<file path="src/hdl/aggtg_pkg.sv">
// Package with types and constants for the Ackermann go-to-goal controller.
`timescale 1ns / 1ps
package aggtg_pkg;

  localparam int AtanEntries = 24;
  localparam logic signed [15:0] PiQ13     = 16'sd25736;
  localparam logic signed [17:0] TwoPiQ13  = 18'sd51472;
  localparam logic signed [15:0] HalfPiQ13 = 16'sd12868;
  localparam logic signed [31:0] HalfPiQ16 = 32'sd102944;
  localparam logic [15:0] InvGainQ16 = 16'd39797;
  localparam logic [15:0] OneMetreQ12 = 16'd4096;

  localparam logic [1:0] RegGoalTol  = 2'd0;
  localparam logic [1:0] RegMaxSpeed = 2'd1;
  localparam logic [1:0] RegMinSpeed = 2'd2;
  localparam logic [1:0] RegMaxSteer = 2'd3;

  typedef enum logic [2:0] {
    ST_IDLE,
    ST_PRE,
    ST_ITER,
    ST_MAG,
    ST_POST,
    ST_SCALE,
    ST_OUT
  } state_t;

  typedef struct packed {
    logic start;
    logic step;
  } cordic_ctl_t;

  function automatic logic [16:0] atan_q16(input logic [4:0] i);
    logic [16:0] v;
    begin
      case (i)
        5'd0: v = 17'd51472;
        5'd1: v = 17'd30386;
        5'd2: v = 17'd16055;
        5'd3: v = 17'd8150;
        5'd4: v = 17'd4091;
        5'd5: v = 17'd2047;
        5'd6: v = 17'd1024;
        5'd7: v = 17'd512;
        5'd8: v = 17'd256;
        5'd9: v = 17'd128;
        5'd10: v = 17'd64;
        5'd11: v = 17'd32;
        5'd12: v = 17'd16;
        5'd13: v = 17'd8;
        5'd14: v = 17'd4;
        5'd15: v = 17'd2;
        5'd16: v = 17'd1;
        default: v = 17'd0;
      endcase
      return v;
    end
  endfunction

endpackage

</file>
<file path="src/hdl/aggtg_cordic.sv">
// Iterative CORDIC vectoring unit, one micro-rotation per cycle.
`timescale 1ns / 1ps
module aggtg_cordic
  import aggtg_pkg::*;
(
  input  logic                clk,
  input  logic                rst_n,
  input  cordic_ctl_t         ctl,
  input  logic [4:0]          iter,
  input  logic signed [24:0]  dx,
  input  logic signed [24:0]  dy,
  output logic signed [27:0]  x_q,
  output logic signed [31:0]  z_q
);

  logic signed [27:0] x_r, x_nxt, y_r, y_nxt;
  logic signed [31:0] z_r, z_nxt;
  logic signed [27:0] xs, ys;

  assign xs = x_r >>> iter;
  assign ys = y_r >>> iter;

  always_comb begin
    x_nxt = x_r;
    y_nxt = y_r;
    z_nxt = z_r;
    if (ctl.start) begin
      if (dx < 0) begin
        if (dy >= 0) begin
          x_nxt = 28'(dy);
          y_nxt = -28'(dx);
          z_nxt = HalfPiQ16;
        end else begin
          x_nxt = -28'(dy);
          y_nxt = 28'(dx);
          z_nxt = -HalfPiQ16;
        end
      end else begin
        x_nxt = 28'(dx);
        y_nxt = 28'(dy);
        z_nxt = '0;
      end
    end else if (ctl.step) begin
      if (y_r > 0) begin
        x_nxt = x_r + ys;
        y_nxt = y_r - xs;
        z_nxt = z_r + 32'(atan_q16(iter));
      end else begin
        x_nxt = x_r - ys;
        y_nxt = y_r + xs;
        z_nxt = z_r - 32'(atan_q16(iter));
      end
    end
  end

  always_ff @(posedge clk) begin
    if (!rst_n) begin
      x_r <= '0;
      y_r <= '0;
      z_r <= '0;
    end else begin
      x_r <= x_nxt;
      y_r <= y_nxt;
      z_r <= z_nxt;
    end
  end

  assign x_q = x_r;
  assign z_q = z_r;

endmodule

</file>
<file path="src/hdl/ackermann_go_to_goal_top.sv">
// Top level of the Ackermann go-to-goal controller.
`timescale 1ns / 1ps
// Usage:
// The in_ channel carries one control tick per request: vehicle pose and an
// optional new goal. The out_ channel returns exactly one command per tick.
// The cfg_ port is an APB-style register port; write it only while idle.
// Each tick runs a CORDIC vectoring sequence on one shared rotate unit,
// one micro-rotation per cycle, followed by a multiply and post steps.
// A tick passes through the states PRE, the ITER loop over the CORDIC steps,
// MAG, POST, SCALE and OUT before out_tvalid is raised. A tick without an
// active goal takes the same path.
// in_tready is high only when no tick is in progress and the output
// register is empty, so one tick is handled at a time.
// When the receiver stalls, the result holds in the output register and no
// new tick is accepted until it is taken.
// Synchronous active-low reset restores the register defaults, clears the
// stored goal and empties the output register.
module ackermann_go_to_goal_top
  import aggtg_pkg::*;
#(
  parameter int CORDIC_STEPS = 16
) (
  input  logic         clk,
  input  logic         rst_n,
  input  logic         in_tvalid,
  output logic         in_tready,
  // pos_x[23:0], pos_y[47:24], heading[63:48], goal_new[64],
  // goal_x[88:65], goal_y[112:89], zero fill to 120
  input  logic [119:0] in_tdata,
  output logic         out_tvalid,
  input  logic         out_tready,
  // cmd_valid[0], speed[16:1], steer[32:17], arrived[33], zero fill to 40
  output logic [39:0]  out_tdata,
  input  logic         cfg_psel,
  input  logic         cfg_penable,
  input  logic         cfg_pwrite,
  input  logic [3:0]   cfg_paddr,
  input  logic [31:0]  cfg_pwdata,
  output logic [31:0]  cfg_prdata,
  output logic         cfg_pready
);

  localparam int NSteps = (CORDIC_STEPS < AtanEntries) ? CORDIC_STEPS : AtanEntries;
  localparam logic [4:0] LastIter = 5'(NSteps - 1);

  state_t state_r, state_nxt;
  logic [4:0] iter_r, iter_nxt;
  cordic_ctl_t ctl;

  logic [15:0] tol_r;
  logic [14:0] maxspd_r, minspd_r, maxst_r;
  logic signed [23:0] tx_r, ty_r;
  logic active_r;
  logic signed [23:0] px_r, py_r;
  logic signed [15:0] hd_r;
  logic signed [24:0] dx, dy;
  logic signed [27:0] cx;
  logic signed [31:0] cz;
  logic [26:0] dist_r;
  logic signed [17:0] b_r;
  logic rev_r;
  logic [15:0] mag_r;
  logic out_v_r;
  logic [39:0] out_d_r;
  logic cfg_wr;

  // configuration
  assign cfg_pready = 1'b1;
  assign cfg_wr = cfg_psel & cfg_penable & cfg_pwrite;

  always_ff @(posedge clk) begin
    if (!rst_n) begin
      tol_r <= 16'd410;
      maxspd_r <= 15'd6144;
      minspd_r <= 15'd901;
      maxst_r <= 15'd4096;
    end else if (cfg_wr && cfg_paddr[1:0] == 2'b00) begin
      case (cfg_paddr[3:2])
        RegGoalTol:  tol_r <= cfg_pwdata[15:0];
        RegMaxSpeed: maxspd_r <= cfg_pwdata[14:0];
        RegMinSpeed: minspd_r <= cfg_pwdata[14:0];
        RegMaxSteer: maxst_r <= cfg_pwdata[14:0];
        default: ;
      endcase
    end
  end

  always_comb begin
    case (cfg_paddr[3:2])
      RegGoalTol:  cfg_prdata = {16'd0, tol_r};
      RegMaxSpeed: cfg_prdata = {17'd0, maxspd_r};
      RegMinSpeed: cfg_prdata = {17'd0, minspd_r};
      RegMaxSteer: cfg_prdata = {17'd0, maxst_r};
      default:     cfg_prdata = '0;
    endcase
  end

  // sequencer
  logic accept;
  assign in_tready = (state_r == ST_IDLE) && !out_v_r;
  assign accept = in_tvalid && in_tready;

  always_comb begin
    state_nxt = state_r;
    iter_nxt = iter_r;
    case (state_r)
      ST_IDLE: if (accept) state_nxt = ST_PRE;
      ST_PRE: begin
        state_nxt = ST_ITER;
        iter_nxt = '0;
      end
      ST_ITER: begin
        iter_nxt = iter_r + 5'd1;
        if (iter_r == LastIter) state_nxt = ST_MAG;
      end
      ST_MAG:   state_nxt = ST_POST;
      ST_POST:  state_nxt = ST_SCALE;
      ST_SCALE: state_nxt = ST_OUT;
      ST_OUT:   state_nxt = ST_IDLE;
      default:  state_nxt = ST_IDLE;
    endcase
  end

  always_comb begin
    ctl.start = (state_r == ST_PRE);
    ctl.step = (state_r == ST_ITER);
  end

  always_ff @(posedge clk) begin
    if (!rst_n) begin
      state_r <= ST_IDLE;
      iter_r <= '0;
    end else begin
      state_r <= state_nxt;
      iter_r <= iter_nxt;
    end
  end

  assign dx = 25'(tx_r) - 25'(px_r);
  assign dy = 25'(ty_r) - 25'(py_r);

  aggtg_cordic u_cordic (
    .clk(clk), .rst_n(rst_n), .ctl(ctl), .iter(iter_r),
    .dx(dx), .dy(dy), .x_q(cx), .z_q(cz)
  );

  // datapath
  logic [43:0] prod;
  logic signed [31:0] zr;
  logic signed [17:0] ang, b0, b1, b2;
  logic [41:0] sprod;
  logic [26:0] sm;
  logic signed [17:0] st;
  logic signed [16:0] spd;
  logic signed [17:0] mst;
  logic reached;
  logic [39:0] out_d_nxt;

  assign prod = 44'(cx[26:0]) * 44'(InvGainQ16) + 44'd32768;
  assign zr = (cz + 32'sd4) >>> 3;
  assign ang = zr[17:0];
  assign sprod = 42'(dist_r) * 42'(maxspd_r);
  assign sm = sprod[38:12];

  always_comb begin
    b0 = ang - 18'(hd_r);
    b1 = b0;
    if (b0 > 18'(PiQ13)) b1 = b0 - TwoPiQ13;
    b2 = b1;
    if (b1 < -18'(PiQ13)) b2 = b1 + TwoPiQ13;
  end

  assign mst = 18'(maxst_r);

  always_comb begin
    st = b_r;
    if (st > mst) st = mst;
    if (st < -mst) st = -mst;
    spd = rev_r ? -17'(mag_r) : 17'(mag_r);
  end

  assign reached = (dist_r <= 27'(tol_r));

  always_comb begin
    out_d_nxt = '0;
    if (active_r) begin
      out_d_nxt[0] = 1'b1;
      if (reached) begin
        out_d_nxt[33] = 1'b1;
      end else begin
        out_d_nxt[16:1] = spd[15:0];
        out_d_nxt[32:17] = st[15:0];
      end
    end
  end

  always_ff @(posedge clk) begin
    if (!rst_n) begin
      tx_r <= '0;
      ty_r <= '0;
      active_r <= 1'b0;
      out_v_r <= 1'b0;
    end else begin
      if (state_r == ST_OUT) out_v_r <= 1'b1;
      else if (out_v_r && out_tready) out_v_r <= 1'b0;
      if (accept) begin
        px_r <= in_tdata[23:0];
        py_r <= in_tdata[47:24];
        hd_r <= in_tdata[63:48];
        if (in_tdata[64]) begin
          tx_r <= in_tdata[88:65];
          ty_r <= in_tdata[112:89];
          active_r <= 1'b1;
        end
      end
      if (state_r == ST_MAG) begin
        dist_r <= prod[42:16];
        b_r <= b2;
      end
      if (state_r == ST_POST) begin
        rev_r <= (b_r > 18'(HalfPiQ13)) || (b_r < -18'(HalfPiQ13));
        if (b_r > 18'(HalfPiQ13)) b_r <= 18'(PiQ13) - b_r;
        else if (b_r < -18'(HalfPiQ13)) b_r <= -18'(PiQ13) - b_r;
      end
      if (state_r == ST_SCALE) begin
        if (dist_r >= 27'(OneMetreQ12)) mag_r <= 16'(maxspd_r);
        else if (sm < 27'(minspd_r)) mag_r <= 16'(minspd_r);
        else mag_r <= sm[15:0];
      end
      if (state_r == ST_OUT) begin
        out_d_r <= out_d_nxt;
        if (active_r && reached) active_r <= 1'b0;
      end
    end
  end

  assign out_tvalid = out_v_r;
  assign out_tdata = out_d_r;

`ifndef SYNTHESIS
  a_ready_idle: assert property (@(posedge clk) disable iff (!rst_n)
    in_tready |-> state_r == ST_IDLE)
    else $error("ready outside idle");
  a_out_after: assert property (@(posedge clk) disable iff (!rst_n)
    $rose(out_tvalid) |-> $past(state_r) == ST_OUT)
    else $error("result without sequence");
  a_no_accept_busy: assert property (@(posedge clk) disable iff (!rst_n)
    out_tvalid |-> !in_tready)
    else $error("accept while result pending");
`endif

endmodule
</file>
<file path="config.mk">
export PLATFORM = sky130hd
export DESIGN_NAME = ackermann_go_to_goal_top
export DESIGN_NICKNAME = d
export VERILOG_FILES = /design/src/hdl/aggtg_pkg.sv /design/src/hdl/aggtg_cordic.sv /design/src/hdl/ackermann_go_to_goal_top.sv
export SDC_FILE = /design/constraint.sdc
export NUM_CORES = 2
export LEC_CHECK = 0
export BUFFER_PORTS_ARGS = -buffer_cell sky130_fd_sc_hd__buf_2
export CORE_MARGIN = 5
export CORE_UTILIZATION = 55
export DETAILED_ROUTE_END_ITERATION = 10
export PLACE_DENSITY = 0.73
export SLEW_MARGIN = 20
export SYNTH_ARGS = -nofsm -noshare
export SYNTH_HDL_FRONTEND = slang
export SYNTH_SLANG_ARGS = --single-unit
</file>
<file path="constraint.sdc">
create_clock -name clk -period 10.85 [get_ports clk]
set_input_delay 1.085 -clock clk [delete_from_list [all_inputs] [get_ports clk]]
set_output_delay 1.085 -clock clk [all_outputs]
set_load 0.005 [all_outputs]
</file>
=== Yosys cells after proc, flatten, opt, wreduce, memory -nomap -nowiden ===
Memory sizes are Yosys's and may differ from the RTL's. A register that Yosys moved wholly into a read port is not among the register bits.
Index checks and enable logic that the tools add are counted.

* Bits in registers: 367
* Memory bits (read-only): 1,024
* Input port bits: 163
* Output and inout bits: 75
* Word-level logic and storage cells: 151
* Memories kept: 2

* Add/subtract/negate cells: 20
* Multiply operators: 2
* Order comparisons: 12
* Eq/ne operators: 12
* Shift operators: 2
* Mux-type cells: 49
* Bitwise logic cells: 3
* Reductions and logical operators: 25

{| class="wikitable"
|+ Memory list
! memory !! depth !! width !! rd ports !! clocked after memory_dff !! wr ports !! RTL line !! source
|-
| (name not given) || 32 || 16 || 1 || 1 || 0 || aggtg_pkg.sv:36 || <nowiki>case (i)</nowiki>
|-
| (name not given) || 32 || 16 || 1 || 1 || 0 || aggtg_pkg.sv:36 ||
|}

{| class="wikitable"
|+ Operator list
! operator !! count
|-
| $mux 28 || 10
|-
| $mux 32 || 5
|-
| $pmux 32 s4 || 1
|-
| $mux 18 || 7
|-
| $mux 17 || 6
|-
| $add 28x28->28 || 2
|-
| $neg 25->28 || 2
|-
| $sshr 28x5->28 || 2
|-
| $sub 28x28->28 || 2
|-
| $sub 24x24->25 || 2
|-
| $add 43x16->43 const B || 1
|-
| $mul 27x16->43 const B || 1
|-
| $mul 27x15->39 || 1
|-
| $sub 16x18->18 const A || 2
|-
| $add 32x17->32 || 1
|-
| $mux 16 || 2
|-
| $sub 32x17->32 || 1
|-
| $mux 15 || 2
|-
| $gt 28x1->1 const B || 1
|-
| $ge 27x13->1 const B || 1
|-
| $le 27x16->1 || 1
|-
| $lt 27x15->1 || 1
|-
| $ge 25x1->1 const B || 1
|-
| $lt 25x1->1 const B || 1
|-
| other kinds (36) || 69
|}

=== Depth between registers and ports, before layout ===
* Depth after elaboration: 10
* Gate-level depth with buffers: 38
* Mapped depth without buffers: 35

=== Modules after synthesis ===
From an unflattened synthesis, not the netlist that was laid out.

* Cell total of the unflattened synthesis: 6,034
* Area total of the unflattened synthesis: 52,412.8 µm²

{| class="wikitable"
|+ Modules (own cells, without submodules)
! module !! instances !! cells an instance !! area each (µm²) !! sequential area each (µm²)
|-
| ackermann_go_to_goal_top || 1 || 4,060 || 37,496.0 || 7,186.9
|-
| aggtg_cordic || 1 || 1,974 || 14,916.8 || 1,761.7
|}

=== Worst setup path after synthesis ===
Ideal clock, no wire load.

* Path type: reg2reg
* Start: register maxspd_r[14]
* End: register mag_r[10], data pin
* Setup time: 0.269 ns
* Data arrival time: 8.310 ns
* Data required time: 10.581 ns
* Setup slack: 2.271 ns
* Stages on the path, launching flop included: 35
* Buffers on the path: 3
* Period minus slack after synthesis: 8.579 ns
* Cell sequence: dfxtp_1 -> clkbuf_1 -> clkbuf_1 -> nand2_1 -> fa_1 -> fa_1 -> inv_1 -> fa_1 -> fa_1 -> fa_1 -> inv_1 -> fa_1 -> inv_1 -> ha_1 -> and3_1 -> a22oi_1 -> nand2_1 -> o21ai_0 -> nor2b_1 -> xnor2_1 -> ha_1 -> a21o_1 -> a21o_1 -> a21oi_1 -> o21ai_0 -> a21o_1 -> a21oi_1 -> a21oi_1 -> a2111oi_0 -> o2111a_1 -> nand4_1 -> nor2_1 -> clkbuf_1 -> mux2i_1 -> o21ai_0

* Word-level cells in the longest chain between the ends: 4

{| class="wikitable"
|+ RTL lines
! item !! RTL line !! source
|-
| start, declared || ackermann_go_to_goal_top.sv:51 || <nowiki>logic [14:0] maxspd_r, minspd_r, maxst_r;</nowiki>
|-
| start signal, assigned || ackermann_go_to_goal_top.sv:80 || <nowiki>RegMaxSpeed: maxspd_r <= cfg_pwdata[14:0];</nowiki>
|-
| $mul 27x15->39 * || ackermann_go_to_goal_top.sv:162 || <nowiki>assign sprod = 42'(dist_r) * 42'(maxspd_r);</nowiki>
|-
| $lt 27x15->1 || ackermann_go_to_goal_top.sv:227 || <nowiki>else if (sm < 27'(minspd_r)) mag_r <= 16'(minspd_r);</nowiki>
|-
| $mux 15 * || ackermann_go_to_goal_top.sv:227 ||
|-
| $mux 15 * || ackermann_go_to_goal_top.sv:226 || <nowiki>if (dist_r >= 27'(OneMetreQ12)) mag_r <= 16'(maxspd_r);</nowiki>
|-
| end signal, assigned || ackermann_go_to_goal_top.sv:226 ||
|-
| end signal, assigned || ackermann_go_to_goal_top.sv:227 ||
|-
| end signal, assigned || ackermann_go_to_goal_top.sv:228 || <nowiki>else mag_r <= sm[15:0];</nowiki>
|-
| end, declared || ackermann_go_to_goal_top.sv:62 || <nowiki>logic [15:0] mag_r;</nowiki>
|}

Mark *: on every way between the ends. The rest lies on a longest branch, timed or not.
A chain may end at the register's enable or synchronous reset.

=== Worst setup path after layout ===
* Start: register dist_r[6]
* End: register mag_r[0], data pin

* Word-level cells in the longest chain between the ends: 4
* Elaborated cells between the ends (all ways): 5
* Those cells by class: 1 x mul; 2 x order compare; 2 x mux

{| class="wikitable"
|+ RTL lines
! item !! RTL line !! source
|-
| start, declared || ackermann_go_to_goal_top.sv:59 || <nowiki>logic [26:0] dist_r;</nowiki>
|-
| start signal, assigned || ackermann_go_to_goal_top.sv:217 || <nowiki>dist_r <= prod[42:16];</nowiki>
|-
| $mul 27x15->39 || ackermann_go_to_goal_top.sv:162 ||
|-
| $lt 27x15->1 || ackermann_go_to_goal_top.sv:227 ||
|-
| $mux 15 || ackermann_go_to_goal_top.sv:227 ||
|-
| $mux 15 * || ackermann_go_to_goal_top.sv:226 ||
|}

Marked as above.

==> flow_summary.ini <==
[cts]
cts.sinks = 372
clk_latency_ps = 590
cts-root-buf = clkbuf_16
post-cts-setup-buffer-count = 0
clock_path_buffers = 3
numCtsBuffers = 43
cts_hold_buf = 0
htreeDepth = 2
cts_resized = 0
path_clk_slew_ps = 60
cts_tree = yes

[timing]
final-hold-violation-count = 0
setup_tns_ps = 0
worst-slew-pin-transition_ps = 1090
fin_skew_ps = 19.5
finalCritPeriodShare_pct = 87.6
finalCriticalPeriod_ps = 9510
slew_viol_final = 0
max_freq_mhz = 105
slew_headroom_pct = 27.4
holdWs_ps = 466
setup_viol = 0
grt_setup_unrepaired = no

[worst_hold_path]
hp-class = reg2reg
min-delay-start = ty_r[0]
hold_end = ty_r[0]
holdPathStages = 2

[logic_synthesis]
synth_cell_types = 97
synthFlopType = dfxtp_1
synth_edf_count = 160
syn-cell-area_um2 = 51300
ys_seq_area_share_pct = 17.6
syn_area_per_cell_um2 = 8.73
ys_warn_count = 0
async_flop_share_pct = 0
ys_ff_latch = 372
syn_inst = 5878

[cells_and_area]
design_area_um2 = 54700
syn_to_final_growth_pct = 6.57
final_nets = 7051
drive_gt1_share_pct = 8.04
fin_util_pct = 58.9
n_fill_cell = 8130

[worst_setup_path]
crit_fanout = 16
reg2reg_setup_slack_ps = 1340
regToRegStartpoint = dist_r[6]
worstSetupEndpointType = flip-flop
crit_top_cell = fa_1
slowest_delay_ps = 780
timing.rr.end = mag_r[0]
rr_worst_depth = 34
path_class = reg2reg
crit_slowest_cell = a2111oi_0
cp-start-kind = flip-flop
cp.arrival_ps = 9930
crit_required_ps = 11270

[floorplan]
die-area_um2 = 99500
initial_core_util_pct = 55.2
io_pins = 238
die_h_um = 315
die_w_um = 315
std_cell_rows = 112
core_area_um2 = 92900

[detailed_routing]
post_drt_wl_per_cell_um = 19.2
vias = 42500
routed_wl_mm = 138
drc = 0
antenna_left = 0
drtIter0Drc = 3267
drt-pass1-iter-count = 6
viasPerCell = 5.90

[placement]
placed_cell_area_um2 = 53200
dp_hpwl_mm = 107
port-buffer-count = 191
gp_congestion = 0.966

[global_route]
grt_max_degree = 96
grt_usage_pct = 27.6
grt_pass1_vias = 42300
grt-ovfl-total = 0
grt_pass1_wl_mm = 223
antenna_found_initial = 3

[power_and_ir_drop]
leakagePower_nw = 25.3
powerDensity_nw_per_um2 = 248
irDropWorstVdd_mv = 0.637

[status]
outcome = finished clean

[flow_run]
maxCapViolCount = 0
## metal layers
layer  up-vias  global-route usage, %  wire (um)
met5         -                      0         13
met4         2                   9.82       5570
met3       303                   4.86      10400
met2      1565                   45.5      64900
met1     20700                   36.8      57100
li1      19900                      -          -
## cells by family after synthesis
group | synth area share (%)
simple gates | 16.7
compound gates | 14.8
buf+inv | 8.24
fa+ha+maj | 31.7
flops | 17.6
xor+xnor | 5.27
mux | 5.66
other cells | 0.0146
## how the worst max path moves through the flow
stage,from,end,slack [ps],cells past startpoint
2_1_floorplan,maxspd_r[14],mag_r[10],2270,34
3_3_place_gp,dist_r[6],mag_r[0],1380,34
3_5_place_dp,dist_r[6],mag_r[0],1300,34
4_1_cts,dist_r[7],mag_r[0],1300,34
5_1_grt,dist_r[6],mag_r[0],910,34
6_report,dist_r[6],mag_r[0],1340,34
## flip-flops by register name, summed over array words and instances, names as in the netlist, 21 cells and up, named ones only
name	count
dist_r	27
out_tdata	34
px_r	24
py_r	24
tx_r	24
ty_r	24
u_cordic.x_q	28
u_cordic.y_r	28
u_cordic.z_q	21
## through the flow
step	total power, mW	instances	setup WS, ps
after floorplan	9.09	5899	2270
after global placement	11.7	7107	1380
after detailed placement	11.9	7107	1300
after CTS	13.6	7186	1300
after global routing	15.0	7188	908
final	13.6	7190	1340
## Yosys cell counts (all sizes together), types with 43 or more instances
master,count,share of area (%)
ha,472,12
mux2i,80,1.6
inv,793,5.8
nand2,684,5.0
buf,60,0.70
fa,517,20
a211oi,47,0.70
o21ai,251,2.4
nand2b,49,0.60
o21a,52,0.76
edfxtp,160,9.4
xnor2,189,3.2
and2,243,3.0
clkbuf,238,1.7
nor2,309,2.3
mux4,86,3.8
a21o,71,1.0
a21boi,98,1.4
xor2,120,2.0
or3,46,0.57
dfxtp,212,8.3
a31oi,49,0.60
o211ai,43,0.63
a21oi,283,2.8
nor2b,79,0.97
nor3,87,0.85
nand3,95,0.93
## worst max-delay path: cells and delay by family, from the launching register on
kind	cells	cell delay, ps
compound gates	13	2810
xor+xnor	1	300
fa+ha+maj	8	3720
buf+inv	5	480
flops	1	690
mux	1	370
simple gates	6	930
## cell type report
class                      instances  area [um2]  area share (%)
timing repair buffer             253        1440            2.63
multi-input combinational       4436       38200            69.8
tap                             1254        1570            2.87
clock buffer                      59        1180            2.16
clock inverter                    20         264           0.483
inverter                         793        2980            5.44
antenna                            3        7.51          0.0137
sequential                       372        9050            16.6
## cells in the final DEF (no fill, tap or decap), types with 16 or more instances in the layout
| cell type | count |
|---|---|
| and2_1 | 242 |
| nor4_1 | 29 |
| a21oi_1 | 281 |
| edfxtp_1 | 160 |
| xor2_1 | 120 |
| o41ai_1 | 16 |
| nor2_1 | 306 |
| o21bai_1 | 17 |
| or3_1 | 45 |
| mux4_2 | 86 |
| o21ai_1 | 19 |
| dfxtp_1 | 209 |
| nor2b_1 | 76 |
| conb_1 | 23 |
| nand2b_1 | 48 |
| a21o_1 | 71 |
| a221oi_1 | 19 |
| nand2_1 | 683 |
| buf_2 | 190 |
| o221ai_1 | 25 |
| and3_1 | 39 |
| o21a_1 | 52 |
| clkbuf_16 | 44 |
| a31oi_1 | 48 |
| ha_1 | 472 |
| a211oi_1 | 46 |
| o22ai_1 | 17 |
| nand4_1 | 30 |
| inv_1 | 790 |
| buf_4 | 61 |
| nor3_1 | 86 |
| o211ai_1 | 43 |
| mux2i_1 | 80 |
| fa_1 | 517 |
| xnor2_1 | 188 |
| a21boi_0 | 96 |
| o21ai_0 | 231 |
| a211o_1 | 19 |
| o31ai_1 | 23 |
| nand3_1 | 94 |
## report_power, final
part	switching (mW)	internal, mW
logic	6.09	3.90
registers	0.250	1.81
clock network	0.626	0.889
Note: power is estimated with default switching activity, not from simulation.
